<file path="src/rtl/tpuv_scale.sv">
// ----------------------------------------------------------------------------
// tpuv_scale
// Three-stage round(s * inv) + 1/2 with saturation; split 34x32 multiply.
// ----------------------------------------------------------------------------
module tpuv_scale #(
    parameter int FRAC_BITS = 16
) (
    input  logic                       clk,
    input  logic                       en,
    input  logic signed [33:0]         s,
    input  logic [31:0]                inv,
    output logic signed [31:0]         res
);

    localparam logic [65:0]        ROUND = 66'(1) << (FRAC_BITS - 1);
    localparam logic signed [67:0] HALF  = 68'(1) << (FRAC_BITS - 1);
    localparam logic signed [67:0] SMAX  = 68'sh0_0000_0000_7FFF_FFFF;
    localparam logic signed [67:0] SMIN  = -68'sh0_0000_0000_8000_0000;

    logic [33:0]        mag;
    logic               neg_reg, neg2_reg;
    logic [48:0]        lo_reg, hi_reg;
    logic [65:0]        sum_reg;
    logic [65:0]        q;
    logic signed [67:0] r;
    logic signed [31:0] res_reg;
    logic signed [31:0] res_next;

    assign mag = s[33] ? 34'(-s) : 34'(s);

    always_comb
    begin
        q = sum_reg >> FRAC_BITS;
        r = 68'(q);
        if (neg2_reg)
            r = -r;
        r = r + HALF;
        if (r > SMAX)
            res_next = 32'sh7FFF_FFFF;
        else if (r < SMIN)
            res_next = -32'sh8000_0000;
        else
            res_next = r[31:0];
    end

    always_ff @(posedge clk)
    begin
        if (en)
        begin
            neg_reg  <= s[33];
            lo_reg   <= 49'(mag[16:0]) * 49'(inv);
            hi_reg   <= 49'(mag[33:17]) * 49'(inv);
            neg2_reg <= neg_reg;
            sum_reg  <= 66'(lo_reg) + {hi_reg, 17'b0} + ROUND;
            res_reg  <= res_next;
        end
    end

    assign res = res_reg;

endmodule

</file>
<file path="config.mk">
export PLATFORM = sky130hd
export DESIGN_NAME = tpuv_scale
export DESIGN_NICKNAME = d
export VERILOG_FILES = /design/src/rtl/tpuv_scale.sv
export SDC_FILE = /design/constraint.sdc
export NUM_CORES = 2
export LEC_CHECK = 0
export ABC_CLOCK_PERIOD_IN_PS = 14900
export BUFFER_PORTS_ARGS = -buffer_cell sky130_fd_sc_hd__buf_4
export CAP_MARGIN = 20
export CORE_ASPECT_RATIO = 0.6
export CORE_MARGIN = 4
export CORE_UTILIZATION = 50
export CTS_CLUSTER_DIAMETER = 30
export DETAILED_ROUTE_END_ITERATION = 16
export GPL_ROUTABILITY_DRIVEN = 0
export PLACE_DENSITY = 0.62
export RECOVER_POWER = 50
export SYNTH_ARGS = -nofsm -noshare
export SYNTH_HDL_FRONTEND = slang
export SYNTH_SLANG_ARGS = --single-unit
</file>
<file path="constraint.sdc">
create_clock -name clk -period 14.9 [get_ports clk]
set_input_delay 2.98 -clock clk [delete_from_list [all_inputs] [get_ports clk]]
set_output_delay 2.98 -clock clk [all_outputs]
set_load 0.03 [all_outputs]
</file>
==> impl_metrics.csv <==
group,metric,value,unit
outcome,status,"complete, but fails checks",
outcome,violations,"max-capacitance violations, max-slew violations",
yosys,netlist_area,43700,µm²
placed_design,portBuffers,99,
route,routedWlPerCell,19.7,µm
cts,clk-insertion-delay-late,0.46,ns
yosys,syn-instance-count,4887,
yosys,synth_ff_type,"edfxtp_1",
yosys,synth_top_cell_area_share,41.1,%
yosys,synth-xor-area-share,4.45,%
yosys,synthArstFlopShare,0,%
critical_path,path_buf_inv,6,
yosys,synth-compound-area-share,6.10,%
job,cap_violations,2,
timing,fin_crit_sh,86.6,%
global_route,grt_pass1_vias,34700,
global_route,grt_overflow_total,0,
cts,cts_tree,"yes",
layout,final_net_count,6054,
timing,fin_skew,0.0190,ns
cts,post-cts-setup-buffers,0,
placed_design,dp.cells,5937,
timing,fin_crit,12.90,ns
timing,slew_violations,142,
layout,final_common_cell,"inv_1",
global_route,track_usage,26.7,%
die,coreArea,86100,µm²
route,num_vias,32500,
die,dieArea,92300,µm²
critical_path,cp_max_fo,33,
critical_path,cpPeakStageDelay,0.70,ns
yosys,synth_mux_area_share,0.0974,%
cts,cts_hold_buf,0,
timing,rsz0062_at_grt,"false",
cts,htreeDepth,4,
global_route,grt_max_degree,106,
yosys,synthSimpleGateAreaFrac,17.2,%
route,via_per_inst,5.44,
route,drtAntennaViolNets,0,
placed_design,placed_cell_area,45500,µm²
critical_path,cp_top_family,"compound AO/OA/AOI/OAI gates",
cts,post_cts_resize_count,0,
layout,fin_area,46000,µm²
yosys,synth_area_leaders,"fa_1 41%, edfxtp_1 11%, inv_1 9.5%",
layout,n_fill_cell,8067,
route,drc,0,
cts,cts-root-buf,"clkbuf_16",
yosys,synth_top_cell_by_area,"fa_1",
timing,finalHoldViolCount,0,
route,drtIter0Drc,2417,
layout,syn2layout_area_growth,5.37,%
critical_path,endpoint_kind,"flip-flop",
yosys,ys_ff_latch,167,
critical_path,crit_top_cell,"fa_1",
cts,cts_num_sinks,167,
die,placementRows,83,
timing,max_slew_margin,-290,%
timing,setup_viol,0,
timing,worst_pin_slew,5.85,ns
yosys,synth.distinct_cells,75,
timing,max_freq,0.0775,GHz
yosys,ys.warnings.count,0,
timing,fin_setup_tns,0,ns
yosys,synth_fa_ha_area_share,49.1,%
die,pin_count,100,
layout,drive_above_1_share,4.08,%
placed_design,dp.final_hpwl,88700,µm
layout,largest_reg_flops,50,
route,wl,117000,µm
layout,mostFrequentLayoutCells,"1,105 x inv_1, 896 x fa_1, 808 x nand2_1, 369 x and2_1, 280 x ha_1",
cts,numCtsBuffers,17,
route,firstDrtPassIters,7,
cts,path_clk_slew,0.08,ns
critical_path,critPathSlowestCell,"xor2_2",
die,die_width,390,µm
yosys,syn-num-nets,6131,
critical_path,cp-start-kind,"primary input",
yosys,synth_top_family_by_area,"adder cells",
layout,stdcell_count,5974,
die,die_h,237,µm
cts,clockBufferDepth,2,
yosys,ys_seq_area_share,11.5,%
timing,postLayoutSetupSlackWorst,2.00,ns
critical_path,criticalPathCategory,"in -> reg",
placed_design,dp_worst_setup_slack,1.79,ns
global_route,antenna_found_initial,4,
worst_hold_path,hold_path.class,"reg -> reg",
yosys,synth_edf_count,167,
global_route,grt_pass1_wl,194000,µm
critical_path,crit_arrival,13.10,ns
critical_path,crit_required,15.10,ns
die,start_util,50.7,%
yosys,syn_avg_cell_area,8.94,µm²
-- final timing paths --
| path | from | endpoint | slack (ns) | cells past startpoint |
|---|---|---|---|---|
| min reg2reg | neg_reg | neg2_reg | 0.43 | 0 |
| max reg2reg | sum_reg[16] | res[4] | 8.25 | 15 |
| min | neg_reg | neg2_reg | 0.43 | 0 |
| max | s[0] | hi_reg[47] | 2.00 | 32 |
-- cells in the mapped netlist, types with 44 or more instances --
cell / number
fa_1: 896
a21oi_1: 103
inv_1: 1105
ha_1: 280
nor3_1: 44
nand2_1: 808
a21o_1: 59
clkbuf_1: 225
nor2_1: 109
edfxtp_1: 167
xnor2_1: 154
o21ai_0: 61
and2_1: 369
xor2_1: 68
-- per-layer routing --
layer / vias up / track usage (%) / wire [µm]
met2: 1272 / 38.8 / 48800
met4: 0 / 7.26 / 3400
met5: - / 0 / 0
li1: 14600 / - / -
met3: 150 / 7.06 / 11600
met1: 16500 / 39.6 / 53700
-- cell type report --
class                   instances  area (µm²)  area share (%)
multi-input cells            3381       33900            73.6
flip-flops and latches        167        5010            10.9
inverters                    1105        4150            9.01
well taps                    1147        1440            3.12
repair buffers                138         916            1.99
clock buffers                  17         425           0.924
clock inverters                15         204           0.443
diodes                          4        10.0          0.0217
-- logic make-up (layout without fill, tap and decap cells) --
kind of cell | count (synthesis) | in the layout
simple gates | 1569 | 1569
xor+xnor | 222 | 222
fa+ha+maj | 1176 | 1176
buf+inv | 1339 | 1275
mux | 4 | 4
compound gates | 410 | 410
flops | 167 | 167
other cells | 0 | 4
-- stage by stage --
step | util, % | hold WS, ns
3_5_place_dp | 52.9 | 0.410
6_report | 53.5 | 0.426
5_1_grt | 53.5 | 0.442
4_1_cts | 53.6 | 0.428
2_1_floorplan | - | 0.400
3_3_place_gp | 52.9 | 0.402
Power is left out: the tool's default activity adds up to more than one toggle a clock period on the data nets, which glitch-free logic cannot reach.
