**config.mk**
```make
export PLATFORM = sky130hd
export DESIGN_NAME = tpuv_front
export DESIGN_NICKNAME = d
export VERILOG_FILES = /design/src/rtl/tpuv_pkg.sv /design/src/rtl/tpuv_front.sv
export SDC_FILE = /design/constraint.sdc
export NUM_CORES = 1
export LEC_CHECK = 0
export BUFFER_PORTS_ARGS = -buffer_cell sky130_fd_sc_hd__buf_2
export CORE_AREA = 5 5 204 206
export CTS_CLUSTER_SIZE = 24
export DETAILED_ROUTE_END_ITERATION = 16
export DIE_AREA = 0 0 209 211
export HOLD_SLACK_MARGIN = 0.12
export PLACE_DENSITY = 0.75
export RECOVER_POWER = 50
export SETUP_SLACK_MARGIN = 0.1
export SLEW_MARGIN = 5
export SYNTH_ARGS = -nofsm -noshare
export SYNTH_HDL_FRONTEND = slang
export SYNTH_SLANG_ARGS = --single-unit
```
**constraint.sdc**
```tcl
create_clock -name clk -period 10.05 [get_ports clk]
set_input_delay 0 -clock clk [delete_from_list [all_inputs] [get_ports clk]]
set_output_delay 0 -clock clk [all_outputs]
set_load 0.02 [all_outputs]
```
**src/rtl/tpuv_pkg.sv**
```systemverilog
// ----------------------------------------------------------------------------
// tpuv_pkg
// Types, constants and the arctangent table for the texture projection unit.
// ----------------------------------------------------------------------------
package tpuv_pkg;

    localparam int W_D  = 34;   // offset operand, covers negation of a 33-bit difference
    localparam int W_XY = 38;   // CORDIC x/y with growth
    localparam int W_Z  = 35;   // angle in 2^-32 turns with headroom

    localparam logic signed [W_Z-1:0] TURN_HALF    = 35'sh0_8000_0000;
    localparam logic signed [W_Z-1:0] TURN_QUARTER = 35'sh0_4000_0000;

    typedef enum logic [1:0] {
        MODE_PLANAR = 2'd0,
        MODE_CYL    = 2'd1,
        MODE_SPHERE = 2'd2,
        MODE_UV     = 2'd3
    } mode_t;

    typedef enum logic [1:0] {
        AXIS_X   = 2'd0,
        AXIS_Y   = 2'd1,
        AXIS_Z   = 2'd2,
        AXIS_BAD = 2'd3
    } axis_t;

    typedef enum logic [2:0] {
        REG_MODE   = 3'd0,
        REG_AXIS   = 3'd1,
        REG_CX     = 3'd2,
        REG_CY     = 3'd3,
        REG_CZ     = 3'd4,
        REG_ISX    = 3'd5,
        REG_ISY    = 3'd6,
        REG_ISZ    = 3'd7
    } reg_idx_t;

    typedef enum logic [1:0] {
        KIND_PLANAR = 2'd0,
        KIND_CYL    = 2'd1,
        KIND_UNSUP  = 2'd2
    } kind_t;

    typedef struct packed {
        logic signed [31:0] pos_x;
        logic signed [31:0] pos_y;
        logic signed [31:0] pos_z;
    } in_t;

    typedef struct packed {
        logic signed [31:0] tex_u;
        logic signed [31:0] tex_v;
        logic               mode_unsupported;
    } out_t;

    typedef struct packed {
        kind_t                  kind;
        logic                   u_zero;
        logic                   v_zero;
        logic                   spec;
        logic signed [W_Z-1:0]  spec_h;
    } ctrl_t;

    typedef struct packed {
        logic signed [W_D-1:0]  a;
        logic signed [W_D-1:0]  c;
        logic signed [W_D-1:0]  su;
        logic signed [W_D-1:0]  sv;
        logic [31:0]            iu;
        logic [31:0]            iv;
        ctrl_t                  ctrl;
    } front_t;

    function automatic logic signed [W_D-1:0] neg34(input logic signed [32:0] d);
        logic signed [W_D-1:0] e;
        e = W_D'(d);
        return -e;
    endfunction

    // atan(2^-i) in 2^-32 turns
    function automatic logic [31:0] atan_turn(input logic [4:0] i);
        logic [31:0] r;
        case (i)
            5'd0:    r = 32'h20000000;
            5'd1:    r = 32'h12E4051E;
            5'd2:    r = 32'h09FB385B;
            5'd3:    r = 32'h051111D4;
            5'd4:    r = 32'h028B0D43;
            5'd5:    r = 32'h0145D7E1;
            5'd6:    r = 32'h00A2F61E;
            5'd7:    r = 32'h00517C55;
            5'd8:    r = 32'h0028BE53;
            5'd9:    r = 32'h00145F2F;
            5'd10:   r = 32'h000A2F98;
            5'd11:   r = 32'h000517CC;
            5'd12:   r = 32'h00028BE6;
            5'd13:   r = 32'h000145F3;
            5'd14:   r = 32'h0000A2FA;
            5'd15:   r = 32'h0000517D;
            5'd16:   r = 32'h000028BE;
            5'd17:   r = 32'h0000145F;
            5'd18:   r = 32'h00000A30;
            5'd19:   r = 32'h00000518;
            5'd20:   r = 32'h0000028C;
            5'd21:   r = 32'h00000146;
            5'd22:   r = 32'h000000A3;
            5'd23:   r = 32'h00000051;
            default: r = 32'h00000000;
        endcase
        return r;
    endfunction

endpackage

```
**src/rtl/tpuv_front.sv**
```systemverilog
// ----------------------------------------------------------------------------
// tpuv_front
// Centre subtraction and operand selection by mode and axis (one stage).
// ----------------------------------------------------------------------------
module tpuv_front (
    input  logic                clk,
    input  logic                en,
    input  tpuv_pkg::in_t       item,
    input  tpuv_pkg::mode_t     mode,
    input  tpuv_pkg::axis_t     axis,
    input  logic signed [31:0]  center_x,
    input  logic signed [31:0]  center_y,
    input  logic signed [31:0]  center_z,
    input  logic [31:0]         inv_size_x,
    input  logic [31:0]         inv_size_y,
    input  logic [31:0]         inv_size_z,
    output tpuv_pkg::front_t    front
);

    logic signed [32:0] dx, dy, dz;
    tpuv_pkg::front_t   front_next;
    tpuv_pkg::front_t   front_reg;

    assign dx = 33'(item.pos_x) - 33'(center_x);
    assign dy = 33'(item.pos_y) - 33'(center_y);
    assign dz = 33'(item.pos_z) - 33'(center_z);

    always_comb
    begin
        front_next             = '0;
        front_next.ctrl.kind   = tpuv_pkg::KIND_UNSUP;
        case (mode)
            tpuv_pkg::MODE_PLANAR:
            begin
                front_next.ctrl.kind = tpuv_pkg::KIND_PLANAR;
                case (axis)
                    tpuv_pkg::AXIS_X:
                    begin
                        front_next.su = tpuv_pkg::W_D'(dz);
                        front_next.iu = inv_size_z;
                        front_next.sv = tpuv_pkg::neg34(dy);
                        front_next.iv = inv_size_y;
                    end
                    tpuv_pkg::AXIS_Y:
                    begin
                        front_next.su = tpuv_pkg::W_D'(dx);
                        front_next.iu = inv_size_x;
                        front_next.sv = tpuv_pkg::neg34(dz);
                        front_next.iv = inv_size_z;
                    end
                    tpuv_pkg::AXIS_Z:
                    begin
                        front_next.su = tpuv_pkg::W_D'(dx);
                        front_next.iu = inv_size_x;
                        front_next.sv = tpuv_pkg::neg34(dy);
                        front_next.iv = inv_size_y;
                    end
                    default:
                    begin
                        front_next.ctrl.u_zero = 1'b1;
                        front_next.ctrl.v_zero = 1'b1;
                    end
                endcase
            end
            tpuv_pkg::MODE_CYL:
            begin
                front_next.ctrl.kind = tpuv_pkg::KIND_CYL;
                case (axis)
                    tpuv_pkg::AXIS_X:
                    begin
                        front_next.a  = tpuv_pkg::W_D'(dz);
                        front_next.c  = tpuv_pkg::neg34(dy);
                        front_next.sv = tpuv_pkg::neg34(dx);
                        front_next.iv = inv_size_x;
                    end
                    tpuv_pkg::AXIS_Y:
                    begin
                        front_next.a  = tpuv_pkg::neg34(dx);
                        front_next.c  = tpuv_pkg::W_D'(dz);
                        front_next.sv = tpuv_pkg::neg34(dy);
                        front_next.iv = inv_size_y;
                    end
                    tpuv_pkg::AXIS_Z:
                    begin
                        front_next.a  = tpuv_pkg::neg34(dx);
                        front_next.c  = tpuv_pkg::neg34(dy);
                        front_next.sv = tpuv_pkg::neg34(dz);
                        front_next.iv = inv_size_z;
                    end
                    default:
                    begin
                        front_next.ctrl.spec   = 1'b1;
                        front_next.ctrl.v_zero = 1'b1;
                    end
                endcase
                // exact headings on the axes
                if (axis != tpuv_pkg::AXIS_BAD)
                begin
                    if (front_next.c == '0)
                    begin
                        front_next.ctrl.spec = 1'b1;
                        if (front_next.a == '0)
                            front_next.ctrl.spec_h = '0;
                        else if (front_next.a < 0)
                            front_next.ctrl.spec_h = tpuv_pkg::TURN_QUARTER;
                        else
                            front_next.ctrl.spec_h = -tpuv_pkg::TURN_QUARTER;
                    end
                    else if (front_next.a == '0)
                    begin
                        front_next.ctrl.spec   = 1'b1;
                        front_next.ctrl.spec_h = (front_next.c > 0) ? '0
                                                                    : tpuv_pkg::TURN_HALF;
                    end
                end
            end
            default:
            begin
                front_next.ctrl.kind = tpuv_pkg::KIND_UNSUP;
            end
        endcase
    end

    always_ff @(posedge clk)
    begin
        if (en)
            front_reg <= front_next;
    end

    assign front = front_reg;

endmodule

```
==> results.yml <==
run_status:
  outcome: "finished with violations"
  failed_checks: "max-capacitance violations, max-slew violations"
setup_path:
  path_buf_inv: 2
  crit_path_max_incr_delay_ns: 3.29
  worstPathRequired_ns: 10.12
  critPathLaunchType: "primary input"
  crit_path_end_kind: "register"
  cp_top_family: "buffers and inverters"
  cp_slowest_cell: "clkbuf_1"
  crit_top_cell: "clkbuf_1"
  path_cells: "clkbuf_1 -> clkbuf_1"
  worstSetupPathType: "in2reg"
  critPathMaxFanout: 86
  arrival_ns: 5.92
die:
  die_width_um: 209
  dieHeight_um: 211
  fp.coreArea_mm2: 0.0395
  start_util_pct: 48.1
  io_pins: 534
  die_area_mm2: 0.0441
  fp-row-count: 73
job:
  maxCapViolCount: 2
final_layout:
  layout.nets: 3245
  final_area_mm2: 0.0237
  final_cell_mix: "buf_2, nor2_1, a21oi_1, clkbuf_1, edfxtp_1"
  syn_to_final_growth_pct: 24.7
  multi_input_area_mm2: 0.0116
  nFillCells: 3697
  drive_gt1_share_pct: 13.9
  largest_reg_flops: 207
  layout_commonest_cell: "buf_2"
  utilization_pct: 60.0
  final-seq-area_mm2: 0.00622
synth:
  syn-cell-area_mm2: 0.0190
  syn_inst: 2290
  ys_ff_latch: 207
  yosys_warnings: 0
  postSynthAreaPerCell_um2: 8.29
  synthArstFlopShare_pct: 0
  synth_edf_count: 207
  yosys_most_used_dff: "edfxtp_1"
  synth_cell_type_count: 96
  seq_area_frac_synth_pct: 32.7
sta:
  fin_crit_ns: 5.84
  max-slew-margin-rel_pct: -219
  worst_hold_slack_ns: 0.137
  slew_violations: 148
  grt_setup_unrepaired: "no"
  setup_ws_ns: 4.21
  post-route-period-util_pct: 58.1
  max_freq_mhz: 171
  tns_ns: 0
  worst_pin_slew_ns: 4.79
  hold_viol: 0
  setup_viol: 0
cts:
  clock-root-buffer: "clkbuf_16"
  cts-htree-levels: 1
  cts_num_sinks: 207
  numCtsBuffers: 24
  cts_buffer_depth: 3
  cts_tree: "built"
  post_cts_resized: 0
  path_clk_slew_ns: 0.05
placement:
  gp_congestion: 0.975
  port_buffers: 503
  dp_hpwl_mm: 61.0
  postPlaceCellArea_mm2: 0.0217
  dp_slack_ns: 5.11
global_routing:
  grt_pass1_wl_mm: 121
  grt_pass1_vias: 20500
  gr-total-overflow: 0
  grt_usage_pct: 34.8
  antenna_found_initial: 7
  grt_max_degree: 87
power:
  p_leak_nw: 9.68
  p_per_area_mw_per_mm2: 138
  irDropWorstVdd_uv: 107
routing:
  antenna_left: 0
  first_iter_violations: 2658
  drt-pass1-iter-count: 7
  vias_per_cell: 6.17
  finalWirelength_mm: 81.8
  drc: 0
  wl_per_cell_um: 24.1
  via_count: 20900
worst_hold_path:
  hold_path.class: "in2reg"
worst paths after layout:
check	from	end	slack (ns)	cells past startpoint
worst min-delay path	center_y[1]	front[105]	0.14	4
worst max-delay path	en	front[132]	4.21	2
cell type report:
cell class / count / share of cell area [%]
flip-flops and latches: 207 / 26.3
well taps: 525 / 2.78
clock inverters: 14 / 0.460
clock buffers: 27 / 2.59
diodes: 6 / 0.0634
repair buffers: 677 / 16.6
inverters: 135 / 2.15
multi-input cells: 1805 / 49.1
where the power goes:
| part | leakage (nW) | switching, mW | internal (mW) |
|---|---|---|---|
| registers | 1.98 | 0.0334 | 1.04 |
| clock network | 0.350 | 0.372 | 0.462 |
| logic | 7.35 | 0.893 | 0.466 |
routing by layer:
metal,track usage (%),up-vias,wire (um)
li1,-,9507,-
met1,42.1,9862,30500
met2,61.3,1343,39800
met3,5.45,229,7290
met4,15.5,2,4230
met5,0,-,9
kinds of logic (layout without fill, tap and decap cells):
kind of cell / count (synthesis) / count (layout) / share of synthesized area, %
mux: 53 / 53 / 2.81
other cells: 1 / 36 / 0.0198
buf+inv: 307 / 853 / 6.82
xor+xnor: 127 / 127 / 5.90
simple gates: 721 / 721 / 18.1
fa+ha+maj: 101 / 101 / 6.78
compound gates: 773 / 773 / 26.8
flops: 207 / 207 / 32.7
what timing repair did:
action	4_1_cts	5_1_grt
buffers inserted	0	0
hold buffers	149	0
endpoints found under the hold margin	72	0
per-stage QoR:
stage               instances  power (mW)
floorplan                2319        1.92
global placement         3200        2.36
detailed placement       3200        2.36
CTS                      3390        3.26
global route             3395        3.41
finish                   3396        3.27
cell usage after synthesis (18+ instances only):
master,count,area (um2)
edfxtp_1,207,6220
a21o_1,57,428
and2_1,35,219
nor2_1,284,1070
clkbuf_1,110,413
mux2i_1,51,510
xor2_1,43,377
buf_4,33,248
o21a_1,22,165
o211ai_1,18,135
buf_1,20,75.1
o21ai_0,97,485
nand2_1,166,623
ha_1,98,1230
nor3_1,45,225
nand3_1,36,180
a21oi_1,252,1260
o22ai_1,54,338
a22oi_1,81,608
inv_1,133,499
nand4_1,25,156
xnor2_1,83,727
a211oi_1,21,158
Power figures use the tool's default switching activity.
